==> src/rtl/gkrm_pkg.sv <==
// Shared codes, types and a lookup function for the gamepad key repeat mapper.
package gkrm_pkg;

  // Default sizes
  localparam int PADS_DEF    = 4;
  localparam int BUTTONS_DEF = 32;

  // Field widths
  localparam int MODE_W   = 2;
  localparam int PAD_IN_W = 2;
  localparam int INDEX_W  = 8;
  localparam int VALUE_W  = 16;
  localparam int KEY_W    = 4;
  localparam int ACT_W    = 3;
  localparam int DZ_W     = 15;
  localparam int TICK_W   = 16;
  localparam int EN_W     = 4;
  localparam int CFG_W    = 16;
  localparam int CFG_IDX_W = 2;

  // Input modes
  localparam logic [MODE_W-1:0] MODE_BUTTON = 2'd0;
  localparam logic [MODE_W-1:0] MODE_AXIS   = 2'd1;
  localparam logic [MODE_W-1:0] MODE_TICK   = 2'd2;

  // Configuration register indexes
  localparam logic [CFG_IDX_W-1:0] REG_DEADZONE   = 2'd0;
  localparam logic [CFG_IDX_W-1:0] REG_DELAY      = 2'd1;
  localparam logic [CFG_IDX_W-1:0] REG_INTERVAL   = 2'd2;
  localparam logic [CFG_IDX_W-1:0] REG_PAD_ENABLE = 2'd3;

  // Configuration reset values
  localparam logic [DZ_W-1:0]   DEADZONE_RST   = 15'd8191;
  localparam logic [TICK_W-1:0] DELAY_RST      = 16'd400;
  localparam logic [TICK_W-1:0] INTERVAL_RST   = 16'd100;
  localparam logic [EN_W-1:0]   PAD_ENABLE_RST = 4'hF;
  localparam logic [TICK_W-1:0] ELAPSED_MAX    = 16'hFFFF;

  // Key codes
  localparam logic [KEY_W-1:0] KEY_NONE    = 4'd0;
  localparam logic [KEY_W-1:0] KEY_ENTER   = 4'd1;
  localparam logic [KEY_W-1:0] KEY_ESC     = 4'd2;
  localparam logic [KEY_W-1:0] KEY_OPTIONS = 4'd3;
  localparam logic [KEY_W-1:0] KEY_SEARCH  = 4'd4;
  localparam logic [KEY_W-1:0] KEY_OPEN    = 4'd5;
  localparam logic [KEY_W-1:0] KEY_LT      = 4'd6;
  localparam logic [KEY_W-1:0] KEY_RT      = 4'd7;
  localparam logic [KEY_W-1:0] KEY_UP      = 4'd8;
  localparam logic [KEY_W-1:0] KEY_DN      = 4'd9;

  // Action codes
  localparam logic [ACT_W-1:0] ACT_NONE    = 3'd0;
  localparam logic [ACT_W-1:0] ACT_PLAY    = 3'd1;
  localparam logic [ACT_W-1:0] ACT_BACK    = 3'd2;
  localparam logic [ACT_W-1:0] ACT_OPTIONS = 3'd3;
  localparam logic [ACT_W-1:0] ACT_SEARCH  = 3'd4;
  localparam logic [ACT_W-1:0] ACT_PREV    = 3'd5;
  localparam logic [ACT_W-1:0] ACT_NEXT    = 3'd6;
  localparam logic [ACT_W-1:0] ACT_OPEN    = 3'd7;

  // Button numbers
  localparam logic [INDEX_W-1:0] BTN_A       = 8'd0;
  localparam logic [INDEX_W-1:0] BTN_B       = 8'd1;
  localparam logic [INDEX_W-1:0] BTN_X       = 8'd2;
  localparam logic [INDEX_W-1:0] BTN_Y       = 8'd3;
  localparam logic [INDEX_W-1:0] BTN_LB      = 8'd4;
  localparam logic [INDEX_W-1:0] BTN_RB      = 8'd5;
  localparam logic [INDEX_W-1:0] BTN_BACK    = 8'd8;
  localparam logic [INDEX_W-1:0] BTN_START   = 8'd9;
  localparam logic [INDEX_W-1:0] BTN_MENU    = 8'd10;

  // Axis numbers
  localparam logic [INDEX_W-1:0] AXIS_X      = 8'd0;
  localparam logic [INDEX_W-1:0] AXIS_Y      = 8'd1;
  localparam logic [INDEX_W-1:0] AXIS_HAT_X  = 8'd5;
  localparam logic [INDEX_W-1:0] AXIS_HAT_Y  = 8'd6;

  // Button map entry
  typedef struct packed {
    logic             hit;
    logic [KEY_W-1:0] key;
    logic [ACT_W-1:0] act;
  } btn_map_t;

  // Controller to datapath commands
  typedef struct packed {
    logic cap_in;
    logic do_event;
    logic do_tick;
    logic emit_event;
    logic emit_tick;
  } cmd_t;

  // Datapath to controller status
  typedef struct packed {
    logic in_tick;
    logic in_event;
    logic ev_fire;
    logic tick_done;
    logic mask_empty;
    logic mask_last;
    logic out_free;
  } sts_t;

  // Map a button press edge to key and action
  function automatic btn_map_t btn_map(input logic [INDEX_W-1:0] idx);
    btn_map_t m;
    m = '{hit: 1'b1, key: KEY_NONE, act: ACT_NONE};
    case (idx)
      BTN_A:     begin m.key = KEY_ENTER;   m.act = ACT_PLAY;    end
      BTN_B:     begin m.key = KEY_ESC;     m.act = ACT_BACK;    end
      BTN_X:     begin m.key = KEY_OPTIONS; m.act = ACT_OPTIONS; end
      BTN_Y:     begin m.key = KEY_SEARCH;  m.act = ACT_SEARCH;  end
      BTN_LB:    begin m.key = KEY_NONE;    m.act = ACT_PREV;    end
      BTN_RB:    begin m.key = KEY_NONE;    m.act = ACT_NEXT;    end
      BTN_BACK:  begin m.key = KEY_NONE;    m.act = ACT_BACK;    end
      BTN_START: begin m.key = KEY_OPEN;    m.act = ACT_OPEN;    end
      BTN_MENU:  begin m.key = KEY_OPEN;    m.act = ACT_OPEN;    end
      default:   m.hit = 1'b0;
    endcase
    return m;
  endfunction

endpackage

==> src/rtl/gkrm_datapath.sv <==
// Datapath: config registers, per-pad state, event and tick evaluation, output register.
module gkrm_datapath #(
  parameter int PADS    = gkrm_pkg::PADS_DEF,
  parameter int BUTTONS = gkrm_pkg::BUTTONS_DEF
) (
  input  logic                                 clk_i,
  input  logic                                 rst_ni,
  input  gkrm_pkg::cmd_t                       cmd_i,
  output gkrm_pkg::sts_t                       sts_o,
  input  logic                                 cfg_we_i,
  input  logic [gkrm_pkg::CFG_IDX_W-1:0]       cfg_idx_i,
  input  logic [gkrm_pkg::CFG_W-1:0]           cfg_data_i,
  input  logic [gkrm_pkg::MODE_W-1:0]          mode_i,
  input  logic [gkrm_pkg::PAD_IN_W-1:0]        pad_i,
  input  logic [gkrm_pkg::INDEX_W-1:0]         index_i,
  input  logic signed [gkrm_pkg::VALUE_W-1:0]  value_i,
  input  logic                                 out_stall_i,
  output logic                                 out_valid_o,
  output logic [gkrm_pkg::PAD_IN_W-1:0]        out_pad_o,
  output logic [gkrm_pkg::KEY_W-1:0]           key_code_o,
  output logic [gkrm_pkg::ACT_W-1:0]           action_o,
  output logic                                 auto_repeat_o,
  output logic                                 last_o
);
  import gkrm_pkg::*;

  localparam int PAD_W = (PADS > 1) ? $clog2(PADS) : 1;
  localparam int BTN_W = $clog2(BUTTONS);

  // Configuration registers
  logic [DZ_W-1:0]   deadzone_q;
  logic [TICK_W-1:0] delay_q;
  logic [TICK_W-1:0] interval_q;
  logic [EN_W-1:0]   enable_q;

  // Captured input word
  logic [PAD_IN_W-1:0]       in_pad_q;
  logic [INDEX_W-1:0]        in_idx_q;
  logic signed [VALUE_W-1:0] in_val_q;
  logic                      in_axis_q;

  // Per-pad state
  logic [BUTTONS-1:0] bits_q    [PADS];
  logic [KEY_W-1:0]   held_q    [PADS];
  logic [TICK_W-1:0]  elapsed_q [PADS];
  logic               fired_q   [PADS];

  // Tick walk
  logic [PAD_W-1:0] cnt_q;
  logic [PADS-1:0]  mask_q;

  // Output register
  logic                out_valid_q;
  logic [PAD_IN_W-1:0] out_pad_q;
  logic [KEY_W-1:0]    out_key_q;
  logic [ACT_W-1:0]    out_act_q;
  logic                out_rep_q;
  logic                out_last_q;

  // Event result, held from evaluation until it is emitted
  logic [KEY_W-1:0] ev_key_q;
  logic [ACT_W-1:0] ev_act_q;

  logic [PADS+EN_W-1:0] en_ext;
  logic [PADS-1:0]      en_vec;
  logic [PAD_W-1:0]     low_pad;
  logic [PADS-1:0]      low_onehot;
  logic [PADS-1:0]      mask_rest;
  logic [PAD_W-1:0]     addr;
  logic [PAD_W-1:0]     ev_pad;

  logic [BUTTONS-1:0] rd_bits;
  logic [KEY_W-1:0]   rd_held;
  logic [TICK_W-1:0]  rd_elapsed;
  logic               rd_fired;

  logic [BUTTONS-1:0] ev_bits;
  logic [KEY_W-1:0]   ev_held;
  logic [TICK_W-1:0]  ev_elapsed;
  logic               ev_fired;
  logic               ev_fire;
  logic [KEY_W-1:0]   ev_key;
  logic [ACT_W-1:0]   ev_act;
  logic               ev_live;

  logic [BTN_W-1:0]   bsel;
  logic               was;
  logic               pressed;
  btn_map_t           bmap;
  logic               is_dir;
  logic [KEY_W-1:0]   neg_key;
  logic [KEY_W-1:0]   pos_key;
  logic [KEY_W-1:0]   dir_key;
  logic signed [VALUE_W:0] vs;
  logic signed [VALUE_W:0] dzs;

  logic               t_live;
  logic [TICK_W-1:0]  t_inc;
  logic [TICK_W-1:0]  t_thr;
  logic               t_fire;
  logic [TICK_W-1:0]  t_elapsed;
  logic               t_fired;

  logic               wr_en;
  logic [BUTTONS-1:0] wr_bits;
  logic [KEY_W-1:0]   wr_held;
  logic [TICK_W-1:0]  wr_elapsed;
  logic               wr_fired;

  // Pad enable widened to the pad count
  assign en_ext = {{PADS{1'b0}}, enable_q};
  assign en_vec = en_ext[PADS-1:0];

  // Pick the lowest pad that fired on this tick
  always_comb begin
    low_pad = '0;
    for (int i = PADS - 1; i >= 0; i--) begin
      if (mask_q[i]) begin
        low_pad = PAD_W'(i);
      end
    end
  end

  assign low_onehot = PADS'(1) << low_pad;
  assign mask_rest  = mask_q & ~low_onehot;

  // Select the pad whose state is read and written
  assign ev_pad = PAD_W'(in_pad_q);
  always_comb begin
    if (cmd_i.emit_tick) begin
      addr = low_pad;
    end else if (cmd_i.do_tick) begin
      addr = cnt_q;
    end else begin
      addr = ev_pad;
    end
  end

  assign rd_bits    = bits_q[addr];
  assign rd_held    = held_q[addr];
  assign rd_elapsed = elapsed_q[addr];
  assign rd_fired   = fired_q[addr];

  // Evaluate a button or axis event
  assign ev_live = (32'(in_pad_q) < PADS) && en_vec[ev_pad];
  assign bsel    = in_idx_q[BTN_W-1:0];
  assign was     = rd_bits[bsel];
  assign pressed = (in_val_q != '0);
  assign bmap    = btn_map(in_idx_q);
  assign vs      = (VALUE_W + 1)'(in_val_q);
  assign dzs     = signed'({2'b00, deadzone_q});

  always_comb begin
    is_dir  = 1'b1;
    neg_key = KEY_LT;
    pos_key = KEY_RT;
    case (in_idx_q) inside
      AXIS_X, AXIS_HAT_X: begin
        neg_key = KEY_LT;
        pos_key = KEY_RT;
      end
      AXIS_Y, AXIS_HAT_Y: begin
        neg_key = KEY_UP;
        pos_key = KEY_DN;
      end
      default: is_dir = 1'b0;
    endcase
  end

  always_comb begin
    if (vs < -dzs) begin
      dir_key = neg_key;
    end else if (vs > dzs) begin
      dir_key = pos_key;
    end else begin
      dir_key = KEY_NONE;
    end
  end

  always_comb begin
    ev_bits    = rd_bits;
    ev_held    = rd_held;
    ev_elapsed = rd_elapsed;
    ev_fired   = rd_fired;
    ev_fire    = 1'b0;
    ev_key     = KEY_NONE;
    ev_act     = ACT_NONE;
    if (ev_live && !in_axis_q) begin
      if (32'(in_idx_q) < BUTTONS) begin
        ev_bits[bsel] = pressed;
        if (!pressed) begin
          ev_held = KEY_NONE;
        end else if (!was && bmap.hit) begin
          ev_fire = 1'b1;
          ev_key  = bmap.key;
          ev_act  = bmap.act;
          if (bmap.key == KEY_ENTER) begin
            ev_held    = KEY_ENTER;
            ev_elapsed = '0;
            ev_fired   = 1'b0;
          end
        end
      end
    end else if (ev_live && in_axis_q && is_dir) begin
      if (dir_key != KEY_NONE && dir_key != rd_held) begin
        ev_fire    = 1'b1;
        ev_key     = dir_key;
        ev_held    = dir_key;
        ev_elapsed = '0;
        ev_fired   = 1'b0;
      end else if (dir_key == KEY_NONE && (rd_held == neg_key || rd_held == pos_key)) begin
        ev_held = KEY_NONE;
      end
    end
  end

  // Evaluate one pad of a tick
  assign t_live = en_vec[cnt_q];
  assign t_inc  = (rd_elapsed == ELAPSED_MAX) ? rd_elapsed : rd_elapsed + 1'b1;
  assign t_thr  = rd_fired ? interval_q : delay_q;
  assign t_fire = t_live && (rd_held != KEY_NONE) && (t_inc >= t_thr);
  assign t_elapsed = t_fire ? '0 : t_inc;
  assign t_fired   = t_fire ? 1'b1 : rd_fired;

  // Merge the state write
  always_comb begin
    wr_en      = 1'b0;
    wr_bits    = ev_bits;
    wr_held    = ev_held;
    wr_elapsed = ev_elapsed;
    wr_fired   = ev_fired;
    if (cmd_i.do_event) begin
      wr_en = ev_live;
    end else if (cmd_i.do_tick) begin
      wr_en      = t_live;
      wr_bits    = rd_bits;
      wr_held    = rd_held;
      wr_elapsed = t_elapsed;
      wr_fired   = t_fired;
    end
  end

  // Update per-pad state
  always_ff @(posedge clk_i or negedge rst_ni) begin
    if (!rst_ni) begin
      for (int i = 0; i < PADS; i++) begin
        bits_q[i]    <= '0;
        held_q[i]    <= KEY_NONE;
        elapsed_q[i] <= '0;
        fired_q[i]   <= 1'b0;
      end
    end else if (wr_en) begin
      bits_q[addr]    <= wr_bits;
      held_q[addr]    <= wr_held;
      elapsed_q[addr] <= wr_elapsed;
      fired_q[addr]   <= wr_fired;
    end
  end

  // Write configuration registers
  always_ff @(posedge clk_i or negedge rst_ni) begin
    if (!rst_ni) begin
      deadzone_q <= DEADZONE_RST;
      delay_q    <= DELAY_RST;
      interval_q <= INTERVAL_RST;
      enable_q   <= PAD_ENABLE_RST;
    end else if (cfg_we_i) begin
      case (cfg_idx_i)
        REG_DEADZONE:   deadzone_q <= cfg_data_i[DZ_W-1:0];
        REG_DELAY:      delay_q    <= cfg_data_i[TICK_W-1:0];
        REG_INTERVAL:   interval_q <= cfg_data_i[TICK_W-1:0];
        REG_PAD_ENABLE: enable_q   <= cfg_data_i[EN_W-1:0];
        default: ;
      endcase
    end
  end

  // Capture the input word
  always_ff @(posedge clk_i) begin
    if (cmd_i.cap_in) begin
      in_pad_q  <= pad_i;
      in_idx_q  <= index_i;
      in_val_q  <= value_i;
      in_axis_q <= (mode_i == MODE_AXIS);
    end
  end

  // Walk pads and record which ones fire
  always_ff @(posedge clk_i or negedge rst_ni) begin
    if (!rst_ni) begin
      cnt_q  <= '0;
      mask_q <= '0;
    end else if (cmd_i.cap_in) begin
      cnt_q  <= '0;
      mask_q <= '0;
    end else if (cmd_i.do_tick) begin
      cnt_q         <= cnt_q + 1'b1;
      mask_q[cnt_q] <= t_fire;
    end else if (cmd_i.emit_tick) begin
      mask_q <= mask_rest;
    end
  end

  // Hold the output word until taken
  always_ff @(posedge clk_i or negedge rst_ni) begin
    if (!rst_ni) begin
      out_valid_q <= 1'b0;
    end else if (cmd_i.emit_event || cmd_i.emit_tick) begin
      out_valid_q <= 1'b1;
    end else if (!out_stall_i) begin
      out_valid_q <= 1'b0;
    end
  end

  always_ff @(posedge clk_i) begin
    if (cmd_i.emit_event) begin
      out_pad_q  <= in_pad_q;
      out_key_q  <= ev_key_q;
      out_act_q  <= ev_act_q;
      out_rep_q  <= 1'b0;
      out_last_q <= 1'b1;
    end else if (cmd_i.emit_tick) begin
      out_pad_q  <= PAD_IN_W'(low_pad);
      out_key_q  <= rd_held;
      out_act_q  <= ACT_NONE;
      out_rep_q  <= 1'b1;
      out_last_q <= (mask_rest == '0);
    end
  end

  // Event result is captured together with the state write
  always_ff @(posedge clk_i) begin
    if (cmd_i.do_event) begin
      ev_key_q <= ev_key;
      ev_act_q <= ev_act;
    end
  end

  // Report status
  assign sts_o.in_tick    = (mode_i == MODE_TICK);
  assign sts_o.in_event   = (mode_i == MODE_BUTTON) || (mode_i == MODE_AXIS);
  assign sts_o.ev_fire    = ev_fire;
  assign sts_o.tick_done  = (cnt_q == PAD_W'(PADS - 1));
  assign sts_o.mask_empty = (mask_q == '0);
  assign sts_o.mask_last  = (mask_rest == '0);
  assign sts_o.out_free   = !out_valid_q || !out_stall_i;

  assign out_valid_o   = out_valid_q;
  assign out_pad_o     = out_pad_q;
  assign key_code_o    = out_key_q;
  assign action_o      = out_act_q;
  assign auto_repeat_o = out_rep_q;
  assign last_o        = out_last_q;

endmodule

==> src/rtl/gkrm_ctrl.sv <==
// Controller: sequences capture, event evaluation, tick walk and result emission.
module gkrm_ctrl (
  input  logic           clk_i,
  input  logic           rst_ni,
  input  logic           in_valid_i,
  output logic           in_stall_o,
  input  gkrm_pkg::sts_t sts_i,
  output gkrm_pkg::cmd_t cmd_o
);
  import gkrm_pkg::*;

  localparam logic [2:0] S_IDLE     = 3'd0;
  localparam logic [2:0] S_EVENT    = 3'd1;
  localparam logic [2:0] S_EVT_OUT  = 3'd2;
  localparam logic [2:0] S_TICK     = 3'd3;
  localparam logic [2:0] S_TICK_OUT = 3'd4;

  logic [2:0] state_q;
  logic [2:0] state_d;

  // Next state and commands
  always_comb begin
    state_d = state_q;
    cmd_o   = '0;
    case (state_q)
      S_IDLE: begin
        if (in_valid_i) begin
          cmd_o.cap_in = 1'b1;
          if (sts_i.in_tick) begin
            state_d = S_TICK;
          end else if (sts_i.in_event) begin
            state_d = S_EVENT;
          end
        end
      end
      S_EVENT: begin
        cmd_o.do_event = 1'b1;
        state_d = sts_i.ev_fire ? S_EVT_OUT : S_IDLE;
      end
      S_EVT_OUT: begin
        if (sts_i.out_free) begin
          cmd_o.emit_event = 1'b1;
          state_d = S_IDLE;
        end
      end
      S_TICK: begin
        cmd_o.do_tick = 1'b1;
        if (sts_i.tick_done) begin
          state_d = S_TICK_OUT;
        end
      end
      S_TICK_OUT: begin
        if (sts_i.mask_empty) begin
          state_d = S_IDLE;
        end else if (sts_i.out_free) begin
          cmd_o.emit_tick = 1'b1;
          if (sts_i.mask_last) begin
            state_d = S_IDLE;
          end
        end
      end
      default: state_d = S_IDLE;
    endcase
  end

  // Advance state
  always_ff @(posedge clk_i or negedge rst_ni) begin
    if (!rst_ni) begin
      state_q <= S_IDLE;
    end else begin
      state_q <= state_d;
    end
  end

  assign in_stall_o = (state_q != S_IDLE);

endmodule

==> src/rtl/gamepad_key_repeat_mapper.sv <==
// Top level of the gamepad key repeat mapper: controller plus datapath.
// Button or axis word: accepted, evaluated in the next cycle; a result waits in S_EVT_OUT
// until the output is free and is then registered; without a result it returns to idle.
// Tick word: accepted, then the pads are walked one per cycle; results are then emitted one
// per cycle while the output is not stalled, or the controller returns to idle when no pad fires.
// Reset clears pad state and the controller and loads the register defaults at once.
module gamepad_key_repeat_mapper #(
  parameter int PADS    = gkrm_pkg::PADS_DEF,
  parameter int BUTTONS = gkrm_pkg::BUTTONS_DEF
) (
  input  logic                                 clk_i,
  input  logic                                 rst_ni,
  input  logic                                 cfg_we_i,
  input  logic [gkrm_pkg::CFG_IDX_W-1:0]       cfg_idx_i,
  input  logic [gkrm_pkg::CFG_W-1:0]           cfg_data_i,
  input  logic                                 in_valid_i,
  output logic                                 in_stall_o,
  input  logic [gkrm_pkg::MODE_W-1:0]          mode_i,
  input  logic [gkrm_pkg::PAD_IN_W-1:0]        pad_i,
  input  logic [gkrm_pkg::INDEX_W-1:0]         index_i,
  input  logic signed [gkrm_pkg::VALUE_W-1:0]  value_i,
  output logic                                 out_valid_o,
  input  logic                                 out_stall_i,
  output logic [gkrm_pkg::PAD_IN_W-1:0]        out_pad_o,
  output logic [gkrm_pkg::KEY_W-1:0]           key_code_o,
  output logic [gkrm_pkg::ACT_W-1:0]           action_o,
  output logic                                 auto_repeat_o,
  output logic                                 last_o
);
  import gkrm_pkg::*;

  cmd_t cmd;
  sts_t sts;

  gkrm_ctrl u_ctrl (
    .clk_i      (clk_i),
    .rst_ni     (rst_ni),
    .in_valid_i (in_valid_i),
    .in_stall_o (in_stall_o),
    .sts_i      (sts),
    .cmd_o      (cmd)
  );

  gkrm_datapath #(
    .PADS    (PADS),
    .BUTTONS (BUTTONS)
  ) u_datapath (
    .clk_i         (clk_i),
    .rst_ni        (rst_ni),
    .cmd_i         (cmd),
    .sts_o         (sts),
    .cfg_we_i      (cfg_we_i),
    .cfg_idx_i     (cfg_idx_i),
    .cfg_data_i    (cfg_data_i),
    .mode_i        (mode_i),
    .pad_i         (pad_i),
    .index_i       (index_i),
    .value_i       (value_i),
    .out_stall_i   (out_stall_i),
    .out_valid_o   (out_valid_o),
    .out_pad_o     (out_pad_o),
    .key_code_o    (key_code_o),
    .action_o      (action_o),
    .auto_repeat_o (auto_repeat_o),
    .last_o        (last_o)
  );

endmodule
==> config.mk <==
export PLATFORM = sky130hd
export DESIGN_NAME = gamepad_key_repeat_mapper
export DESIGN_NICKNAME = d
export VERILOG_FILES = /design/src/rtl/gkrm_pkg.sv /design/src/rtl/gkrm_datapath.sv /design/src/rtl/gkrm_ctrl.sv /design/src/rtl/gamepad_key_repeat_mapper.sv
export SDC_FILE = /design/constraint.sdc
export NUM_CORES = 1
export LEC_CHECK = 0
export BUFFER_PORTS_ARGS = -buffer_cell sky130_fd_sc_hd__buf_2
export CORE_MARGIN = 1
export CORE_UTILIZATION = 60
export CTS_CLUSTER_SIZE = 10
export DETAILED_ROUTE_END_ITERATION = 16
export PLACE_DENSITY_LB_ADDON = 0.15
export SLEW_MARGIN = 20
export SYNTH_ARGS = -nofsm -noshare
export SYNTH_HDL_FRONTEND = slang
export SYNTH_SLANG_ARGS = --single-unit
==> constraint.sdc <==
create_clock -name clk_i -period 14.37 [get_ports clk_i]
set_input_delay 0 -clock clk_i [delete_from_list [all_inputs] [get_ports clk_i]]
set_output_delay 0 -clock clk_i [all_outputs]
set_load 0.01 [all_outputs]
### Word-level counts from Yosys, hierarchy flattened

Index checks and enable logic that the tools add are counted.
Widths: inputs -> output; s select.

* add/sub/neg operators: 3
* $lt $le $gt $ge: 11
* equal/unequal tests: 31
* shift-type cells: 1
* muxes and demuxes: 133
* bitwise logic cells: 3
* reduce and logical (&&, ||, !) cells: 43

Operators with widths (count)
* $mux 16: 15
* $mux 32: 7
* $bwmux 128: 1
* $mux 4: 30
* $bmux 32 s2: 1
* $bwmux 64: 1
* $demux 32 s2: 1
* $pmux 6 s8: 1
* $mux 1: 39
* $bmux 16 s2: 1
* $bwmux 32: 1
* $demux 16 s2: 1
* $mux 3: 10
* $eq 8x3->1 const B: 3
* $eq 8x4->1 const B: 3
* $mux 2: 11
* $lt 16x17->1: 1
* $neg 15->17: 1
* $add 16x1->16 const B: 1
* $bwmux 16: 1
* $eq 16x16->1 const B: 1
* $eq 8x2->1 const B: 2
* $ge 16x16->1: 1
* $gt 16x16->1: 1
* other kinds (47): 90

* flip-flop bits (word level): 318
* bits of input ports: 51
* output and inout bits: 13
* logic and storage cells: 260

### Depth between registers and ports, before layout

Gate-level depths: netlist (run 1).

* depth in word-level cells: 21
* mapped depth: 25
* gate-level depth less buffers: 19

### Modules after synthesis

From an unflattened synthesis (run 1), not the netlist that was laid out.

* cells, all modules: 1231
* area, all modules: 13055.0 um2

Modules (own cells, without submodules)
* gkrm_datapath: times used 1, cells each 1205, area an instance 12808.5 um2, seq. area each 6014.5 um2
* gkrm_ctrl: times used 1, cells each 26, area an instance 246.5 um2, seq. area each 75.1 um2

### Worst setup path before layout (run 1)

Ideal clock, no wire load.

* kind: register to register
* start point: register u_datapath.mask_q[0]
* end point: register u_datapath.elapsed_q[37] (netlist bit)
* setup time: 82 ps
* arrival time: 5574 ps
* required time: 14288 ps
* setup slack: 8714 ps
* stages on the path, launching flop included: 23
* path buffers: 6
* clock period less this slack: 5656 ps
* path through: dfrtp_1 or2_1 buf_2 and3_1 clkbuf_1 a21oi_2 buf_2 buf_2 nand2_1 and3_1 a31oi_1 buf_2 mux2i_1 ha_1 a21o_1 a21o_1 or4_1 o221ai_1 o21ai_1 buf_2 nor3_1 o22ai_1 a31oi_1

* longest elaborated chain between the ends: 19
* elaborated cells between the ends (all ways): 48
* classes of those cells: add/sub (1); order compare (3); eq/ne (2); mux (33); bitwise (1); reduce/logical (8)

RTL lines
* from (decl): RTL line gkrm_datapath.sv:50 `logic [PADS-1:0] mask_q;`
* from (signal, indexed assignment): RTL line gkrm_datapath.sv:298 `mask_q[cnt_q] <= t_fire;`
* from (signal assigned): RTL line gkrm_datapath.sv:300 `mask_q <= mask_rest;`
* $logic_not 4->1: RTL line gkrm_datapath.sv:344 `assign sts_o.mask_empty = (mask_q == '0);`
* $mux 1: RTL line gkrm_ctrl.sv:53 `if (sts_i.mask_empty) begin`
* $mux 1: RTL line gkrm_ctrl.sv:25 `case (state_q)`
* $mux 2 *: RTL line gkrm_datapath.sv:130 `if (cmd_i.emit_tick) begin`
* $not 2->3 (not written as such) *
* parallel branches: the longest is 13 deep, another holds $add 16x1->16
* $bwmux 64 *: RTL line gkrm_datapath.sv:255 `elapsed_q[addr] <= wr_elapsed;`
* to (signal, indexed assignment): RTL line gkrm_datapath.sv:255
* to (decl): RTL line gkrm_datapath.sv:45 `logic [TICK_W-1:0] elapsed_q [PADS];`

Mark *: on every way between the ends. The select of a mux whose other input is x is not followed.
A chain may end at the register's enable or synchronous reset.

### Final worst setup path (run 1)

* start point: register u_datapath.mask_q[0]
* end point: register u_datapath.elapsed_q[62] (netlist bit)

The elaborated chain is that of the path after synthesis.

==> results of run 1 <==
-- placed cells by master, fill, tap and decap left out, types with 48 or more instances in the layout --
cell type / n
nand2_1: 218
dfrtp_1: 170
o21ai_0: 91
mux2_2: 89
mux2i_1: 66
nor2_1: 65
buf_2: 62
dlygate4sd3_1: 60
ha_1: 52
a21oi_1: 48
-- metrics by stage --
stage | cells | hold slack [ns] | util (%) | power (W) | area (um2)
2_1_floorplan | 1364 | -0.2956 | - | 0.001822 | 13600
3_3_place_gp | 1634 | 0.01087 | 63.80 | 0.002075 | 14050
3_5_place_dp | 1634 | 0.01029 | 63.80 | 0.002112 | 14050
4_1_cts | 1745 | 0.0003388 | 70.32 | 0.002789 | 15490
5_1_grt | 1745 | 0.02837 | 70.36 | 0.002968 | 15500
6_report | 1745 | -0.003397 | 70.36 | 0.002790 | 15500
-- area by class of cell --
type / instances / area (um2)
multi-input combinational: 1002 / 6922
fill: 1617 / 6529
sequential: 238 / 6190
timing repair buffer: 145 / 1090
clock buffer: 48 / 785.8
tap: 280 / 350.3
inverter: 29 / 108.9
clock inverter: 3 / 51.30
-- state kept, by name, indices dropped and copies added (netlist names), 2 cells and up --
signal and count:
u_datapath.elapsed_q 64, u_datapath.bits_q 48, u_datapath.delay_q 16, u_datapath.held_q 16, u_datapath.in_val_q 16, u_datapath.interval_q 16
u_datapath.deadzone_q 15, u_datapath.in_idx_q 8, u_datapath.en_vec 4, u_datapath.ev_key_q 4, u_datapath.fired_q 4, u_datapath.key_code_o 4
u_datapath.mask_q 4, u_ctrl.state_q 3, u_datapath.action_o 3, u_datapath.ev_act_q 3, u_datapath.cnt_q 2, u_datapath.ev_pad 2
u_datapath.out_pad_o 2
-- layer usage --
| metal | track usage [%] | routed length [um] | up-vias | share of wire [%] |
|---|---|---|---|---|
| li1 | - | - | 5137 | - |
| met1 | 39.03 | 14410 | 5329 | 42 |
| met2 | 51.39 | 16850 | 343 | 49 |
| met3 | 3.584 | 2038 | 66 | 6.0 |
| met4 | 8.562 | 813 | 0 | 2.4 |
| met5 | 0 | 0 | - | 0 |
-- cell families (layout without fill, tap and decap cells) --
| kind of cell | Yosys count | count (layout) | share of synthesized area [%] |
|---|---|---|---|
| AOI/OAI and AO/OA | 315 | 315 | 15.43 |
| and+or+nand+nor | 454 | 454 | 16.00 |
| adders and majority gates | 52 | 52 | 4.784 |
| xor gates and xnor gates | 19 | 19 | 1.224 |
| muxes | 162 | 162 | 13.15 |
| buffers and inverters | 124 | 225 | 3.910 |
| DFF | 238 | 238 | 45.51 |
-- power groups by stage --
stage	registers, W	logic, W	clock network, W
after floorplan	0.000986	0.000836	0
after global placement	0.00102	0.00106	0
after detailed placement	0.00103	0.00109	0
after CTS	0.00102	0.00111	0.000667
after global routing	0.00104	0.00123	0.000696
final	0.00102	0.00112	0.000655
-- final timing paths --
path                                                             from                                     to  slack, ns
worst max-delay path                 u_datapath.mask_q[0]$_DFFE_PN0P_   u_datapath.elapsed_q[62]$_DFFE_PN0P_       6.90
worst min-delay path                                           rst_ni       u_datapath.bits_q[9]$_DFFE_PN0P_     -0.003
worst max register to register       u_datapath.mask_q[0]$_DFFE_PN0P_   u_datapath.elapsed_q[62]$_DFFE_PN0P_       6.90
worst min register to register  u_datapath.auto_repeat_o$_SDFFE_PP0N_  u_datapath.auto_repeat_o$_SDFFE_PP0N_       0.45
max in group asynchronous                                      rst_ni   u_datapath.elapsed_q[31]$_DFFE_PN0P_      13.11
min in group clk_i                                         in_valid_i          u_ctrl.state_q[0]$_DFFE_PN0P_       0.02
-- timing repair --
item,4_1_cts,5_1_grt
resized for setup,0,0
endpoints found under the hold margin,138,0
hold buffers,60,0
==> metrics.md, run 1 <==
| Metric | Value |
|---|---|
| Switch share | `38.05%` |
| Power Density | `180.1 nW/um2` |
| Leakage power | `6.680 nW` |
| Synth Cell Area | `13600 um2` |
| Hold crit path type | `in2async` |
| CTS tree | `yes` |
| Mean Syn Cell Area | `9.971 um2` |
| Crit path depth | `19` |
| Tcrit/Tclk final | `51.99%` |
| Sw power | `0.001062 W` |
| Die area | `23270 um2` |
| Post-layout minimum cycle time | `7.471 ns` |
| CTS Buffer Depth | `3` |
| DRC Markers | `6` |
| Worst reg2reg path depth | `19` |
| Pre-antenna DRT Iters | `11` |
| Max-cap violations | `0` |
| Pre-CTS setup slack | `7.089 ns` |
| Setup Crit Path Kind | `reg2reg` |
| Achievable Freq | `133.8 MHz` |
| Yosys warning count | `0` |
| Post-synth EDFFs | `43` |
| DR iter-0 viols | `754` |
| Crit-path most repeated cell | `a21o_1` |
| Setup Fix Bufs, Post-CTS | `0` |
| Power Internal | `0.001728 W` |
| CP Max Fanout | `22` |
| Top-count cell post-synth | `nand2_1` |
| Core Rows | `54` |
| Final #Nets | `1547` |
| Clock Skew | `0.02549 ns` |
| Critical path cell sequence | `or2_1, o311ai_4, a21o_1, buf_4, nand2_1, a22oi_1, nand2_1, nor4_4, and4_1, nor2_1, ha_1, a21o_1, a21o_1, or4_1, o221ai_1, o21a_1, o21ai_0, a21oi_1, mux2_2` |
| Peak VDD IR | `112.2 uV` |
| Sequential share of power | `36.5%` |
| Slew @ Worst Pin | `0.9569 ns` |
| CP max stage cell | `nor4_4` |
| Synth async-reset ratio | `81.09%` |
| Final WS setup | `6.899 ns` |
| Antenna violations before repair | `0` |
| Setup crit end kind | `flop` |
| ANT nets after route | `0` |
| Vias/cell | `6.232` |
| Core Box Area | `22030 um2` |
| Area contributors post-synth | `dfrtp_1 (31%), edfxtp_1 (9.5%), mux2_2 (7.4%), nand2_1 (6.0%), mux2i_1 (4.9%)` |
| Delay-heaviest family, CP | `compound AO/OA/AOI/OAI gates` |
| Chip Height | `152.6 um` |
| Fin Setup TNS | `0 ns` |
| Share of total power in combinational logic | `40.0%` |
| Total routed wirelength | `34100 um` |
| Total CTS buffers | `28` |
| Synth top area share | `31.28%` |
| First-pass GRT wire length | `55470 um` |
| Tot GR Track Use | `29.57%` |
| Slew headroom | `36.21%` |
| Hold_ws | `-0.003397 ns` |
| Seq cells post-synth | `238` |
| H-tree depth | `1` |
| IO Pins | `64` |
| Final Setup Violations | `0` |
| Register area share after synthesis | `45.51%` |
| Commonest cells post-synth | `nand2_1 (218), dfrtp_1 (170), o21ai_0 (91), mux2_2 (89), nor2_1 (68)` |
| Initial Utilization | `61.75%` |
| Top_reg_cell synth | `dfrtp_1` |
| Post-synthesis cell type count | `91` |
| Max Transition Viols Final | `0` |
| Clock transition at the registers of the reported paths | `0.06 ns` |
| Avg WL per Cell | `19.54 um` |
| Final RePlAce weighted congestion | `0.8834` |
| Grt ovf | `0` |
| Failing checks | `design-rule violations, negative hold slack` |
| Mapped Cells | `1364` |
| Worst Path Required | `14.83 ns` |
| Worst EP arrival | `7.93 ns` |
| Root Driver | `clkbuf_16` |
| Max stage delay on crit path | `0.72 ns` |
| CP Buf/Inv Count | `1` |
| Clk pwr share | `23.5%` |
| Layout area overhead | `13.95%` |
| Crit path launch type | `flop` |
| Port bufs | `63` |
| Vias | `10875` |
| Share of cells above drive strength 1 | `18.23%` |
| CTS Sinks | `238` |
| Outcome | `complete, but fails checks` |
| Syn Nets | `1467` |
| Cell taking the most area after synthesis | `dfrtp_1` |
| Ant. Diodes | `0` |
| Hpwl dp | `22500 um` |
| Final hold vios | `3` |
| Clk_lat worst skew | `0.55 ns` |
| Die Width | `152.6 um` |
| Vias in the first global route | `10697` |
| RSZ-0062 raised after global routing | `false` |
| Largest net degree at the start of global routing | `70` |
Note: power is estimated with default switching activity, not from simulation.
==> run 2: changes to the inputs <==
Clock period 14.37 ns to 7.05 ns, I/O delays scaled along.
==> metrics.md, run 2 (synthesis results as in run 1) <==
| Metric | Value |
|---|---|
| ANT nets after route | `0` |
| Critical path cell sequence | `or2_1, o311ai_4, mux2i_4, buf_4, a31oi_1, a22oi_2, nand4_1, nor2_1, nand3_1, xnor2_1, ha_1, a21oi_1, nor2b_1, or4_1, o221ai_1, o21a_1, a41oi_1, a21oi_1, mux2_2` |
| Root Driver | `clkbuf_16` |
| CP Max Fanout | `17` |
| Clock Skew | `0.01511 ns` |
| Setup Fix Bufs, Post-CTS | `0` |
| RR Startpoint | `u_datapath.mask_q[0]$_DFFE_PN0P_` |
| Core Box Area | `22030 um2` |
| Chip Height | `152.6 um` |
| Clock transition at the registers of the reported paths | `0.06 ns` |
| Vias | `10947` |
| Crit path launch type | `flop` |
| Fin Setup TNS | `0 ns` |
| CTS Sinks | `238` |
| DR iter-0 viols | `825` |
| Max-cap violations | `0` |
| Antenna violations before repair | `1` |
| H-tree depth | `1` |
| Max Transition Viols Final | `0` |
| Crit-path most repeated cell | `a21oi_1` |
| Reg2reg end | `u_datapath.elapsed_q[63]$_DFFE_PN0P_` |
| Max stage delay on crit path | `0.68 ns` |
| Worst reg2reg path depth | `19` |
| Clk_lat worst skew | `0.55 ns` |
| Layout area overhead | `14.54%` |
| Vias in the first global route | `10727` |
| Hold Path Stages | `4` |
| Leakage power | `6.736 nW` |
| Slew @ Worst Pin | `1.074 ns` |
| IO Pins | `64` |
| Grt ovf | `0` |
| Initial Utilization | `61.75%` |
| Final Setup Violations | `0` |
| Die Width | `152.6 um` |
| Peak VDD IR | `255.1 uV` |
| Achievable Freq | `156.5 MHz` |
| Slew headroom | `28.21%` |
| Vias/cell | `6.234` |
| Most frequent cells in the layout | `nand2_1 (218), dfrtp_1 (170), o21ai_0 (91)` |
| Power Density | `365.4 nW/um2` |
| Worst Hold End | `u_ctrl.state_q[0]$_DFFE_PN0P_` |
| Commonest non-fill, non-tap cell in the layout | `nand2_1` |
| First-pass GRT wire length | `56010 um` |
| Multi-input logic area | `6914 um2` |
| R2R Setup Slk | `0.66 ns` |
| Port bufs | `63` |
| Share of cells above drive strength 1 | `18.63%` |
| Core Rows | `54` |
| Register Area | `6190 um2` |
| Total CTS buffers | `28` |
| Outcome | `complete, but fails checks` |
| Final #Nets | `1557` |
| DRC Markers | `6` |
| CTS Buffer Depth | `3` |
| Register bank with the most flops | `u_datapath.elapsed_q` |
| Avg WL per Cell | `19.55 um` |
| Setup crit end kind | `flop` |
| Setup Crit Path Kind | `reg2reg` |
| Worst Hold Launch | `in_valid_i` |
| Max reg flops | `64` |
| Tcrit/Tclk final | `90.61%` |
| CP max stage cell | `mux2i_4` |
| Pre-antenna DRT Iters | `12` |
| Final hold vios | `0` |
| Worst EP arrival | `6.87 ns` |
| Hold_ws | `0.04685 ns` |
| Ant. Diodes | `0` |
| Fill cells | `1608` |
| Post-layout minimum cycle time | `6.388 ns` |
| Largest regs | `u_datapath.elapsed_q: 64 flops, u_datapath.bits_q: 48 flops` |
| CTS tree | `yes` |
| Hpwl dp | `22600 um` |
| RSZ-0062 raised after global routing | `false` |
| Total power | `0.005693 W` |
| Total routed wirelength | `34330 um` |
| Largest net degree at the start of global routing | `126` |
| Tot GR Track Use | `29.99%` |
| Worst Path Required | `7.53 ns` |
| Die area | `23270 um2` |
| Final RePlAce weighted congestion | `0.8848` |
| Hold crit path type | `in2reg` |
| Failing checks | `design-rule violations` |
run 2: cell types whose count changed in the layout (fill, tap and decap cells not counted):
cell,change
buf_16,+1
clkinv_2,+2
o32ai_1,+1
buf_4,+7
clkinv_8,-1
bufinv_16,-1
dlygate4sd3_1,+2
o32ai_2,-1
clkbuf_16,+1
run 2: how the worst max path moves through the flow:
stage / startpoint / end / slack (ns)
after floorplan: u_datapath.mask_q[0]$_DFFE_PN0P_ / u_datapath.elapsed_q[37]$_DFFE_PN0P_ / 1.39
after detailed placement: u_datapath.mask_q[0]$_DFFE_PN0P_ / u_datapath.elapsed_q[42]$_DFFE_PN0P_ / 0.77
after global routing: u_datapath.mask_q[0]$_DFFE_PN0P_ / u_datapath.elapsed_q[26]$_DFFE_PN0P_ / 0.07
final: u_datapath.mask_q[0]$_DFFE_PN0P_ / u_datapath.elapsed_q[63]$_DFFE_PN0P_ / 0.66
after CTS: u_datapath.mask_q[0]$_DFFE_PN0P_ / u_datapath.elapsed_q[10]$_DFFE_PN0P_ / 0.77
after global placement: u_datapath.mask_q[0]$_DFFE_PN0P_ / u_datapath.elapsed_q[22]$_DFFE_PN0P_ / 0.95
run 2: repair_timing:
action,4_1_cts,5_1_grt
resized for setup,0,0
hold buffers,61,1
hold endpoints to repair,181,33
run 2: routing by layer:
| layer | vias to the layer above | routed length (um) | global-route usage, % |
|---|---|---|---|
| li1 | 5158 | - | - |
| met1 | 5285 | 15010 | 40.26 |
| met3 | 92 | 2062 | 4.124 |
| met5 | - | 0 | 0 |
| met4 | 0 | 1084 | 10.20 |
| met2 | 412 | 16160 | 50.27 |
run 2: layout make-up:
| cell class | count | area share (%) |
|---|---|---|
| well taps | 280 | 2.249 |
| flip-flops and latches | 238 | 39.73 |
| clock inverters | 3 | 0.09638 |
| clock buffers | 49 | 5.204 |
| multi-input cells | 1002 | 44.38 |
| inverters | 29 | 0.6987 |
| repair buffers | 155 | 7.638 |
run 2: per-stage QoR:
step	utilization (%)	worst slack (ns)	instance area, um2	std cells
2_1_floorplan	-	1.394	13600	1364
3_3_place_gp	64.04	0.9509	14100	1641
3_5_place_dp	64.04	0.7679	14100	1641
4_1_cts	70.56	0.7720	15540	1754
5_1_grt	70.73	0.06520	15580	1756
6_report	70.73	0.6622	15580	1756
run 2: power by group:
part | internal, W | total (W) | switching [W]
Clock | 0.000771 | 0.00133 | 0.000555
Sequential | 0.00183 | 0.00208 | 0.000258
Combinational | 0.000928 | 0.00228 | 0.00135
run 2: worst max-delay path: cells and delay by family, from the launching register on:
family | cells | cell delay, ns
buffers and inverters | 1 | 0.27
multiplexers | 2 | 0.91
AND/OR/NAND/NOR | 6 | 1.81
flip-flops | 1 | 0.42
AO/OA/AOI/OAI | 8 | 2.42
XOR/XNOR | 1 | 0.23
adder cells (fa/ha/maj) | 1 | 0.22
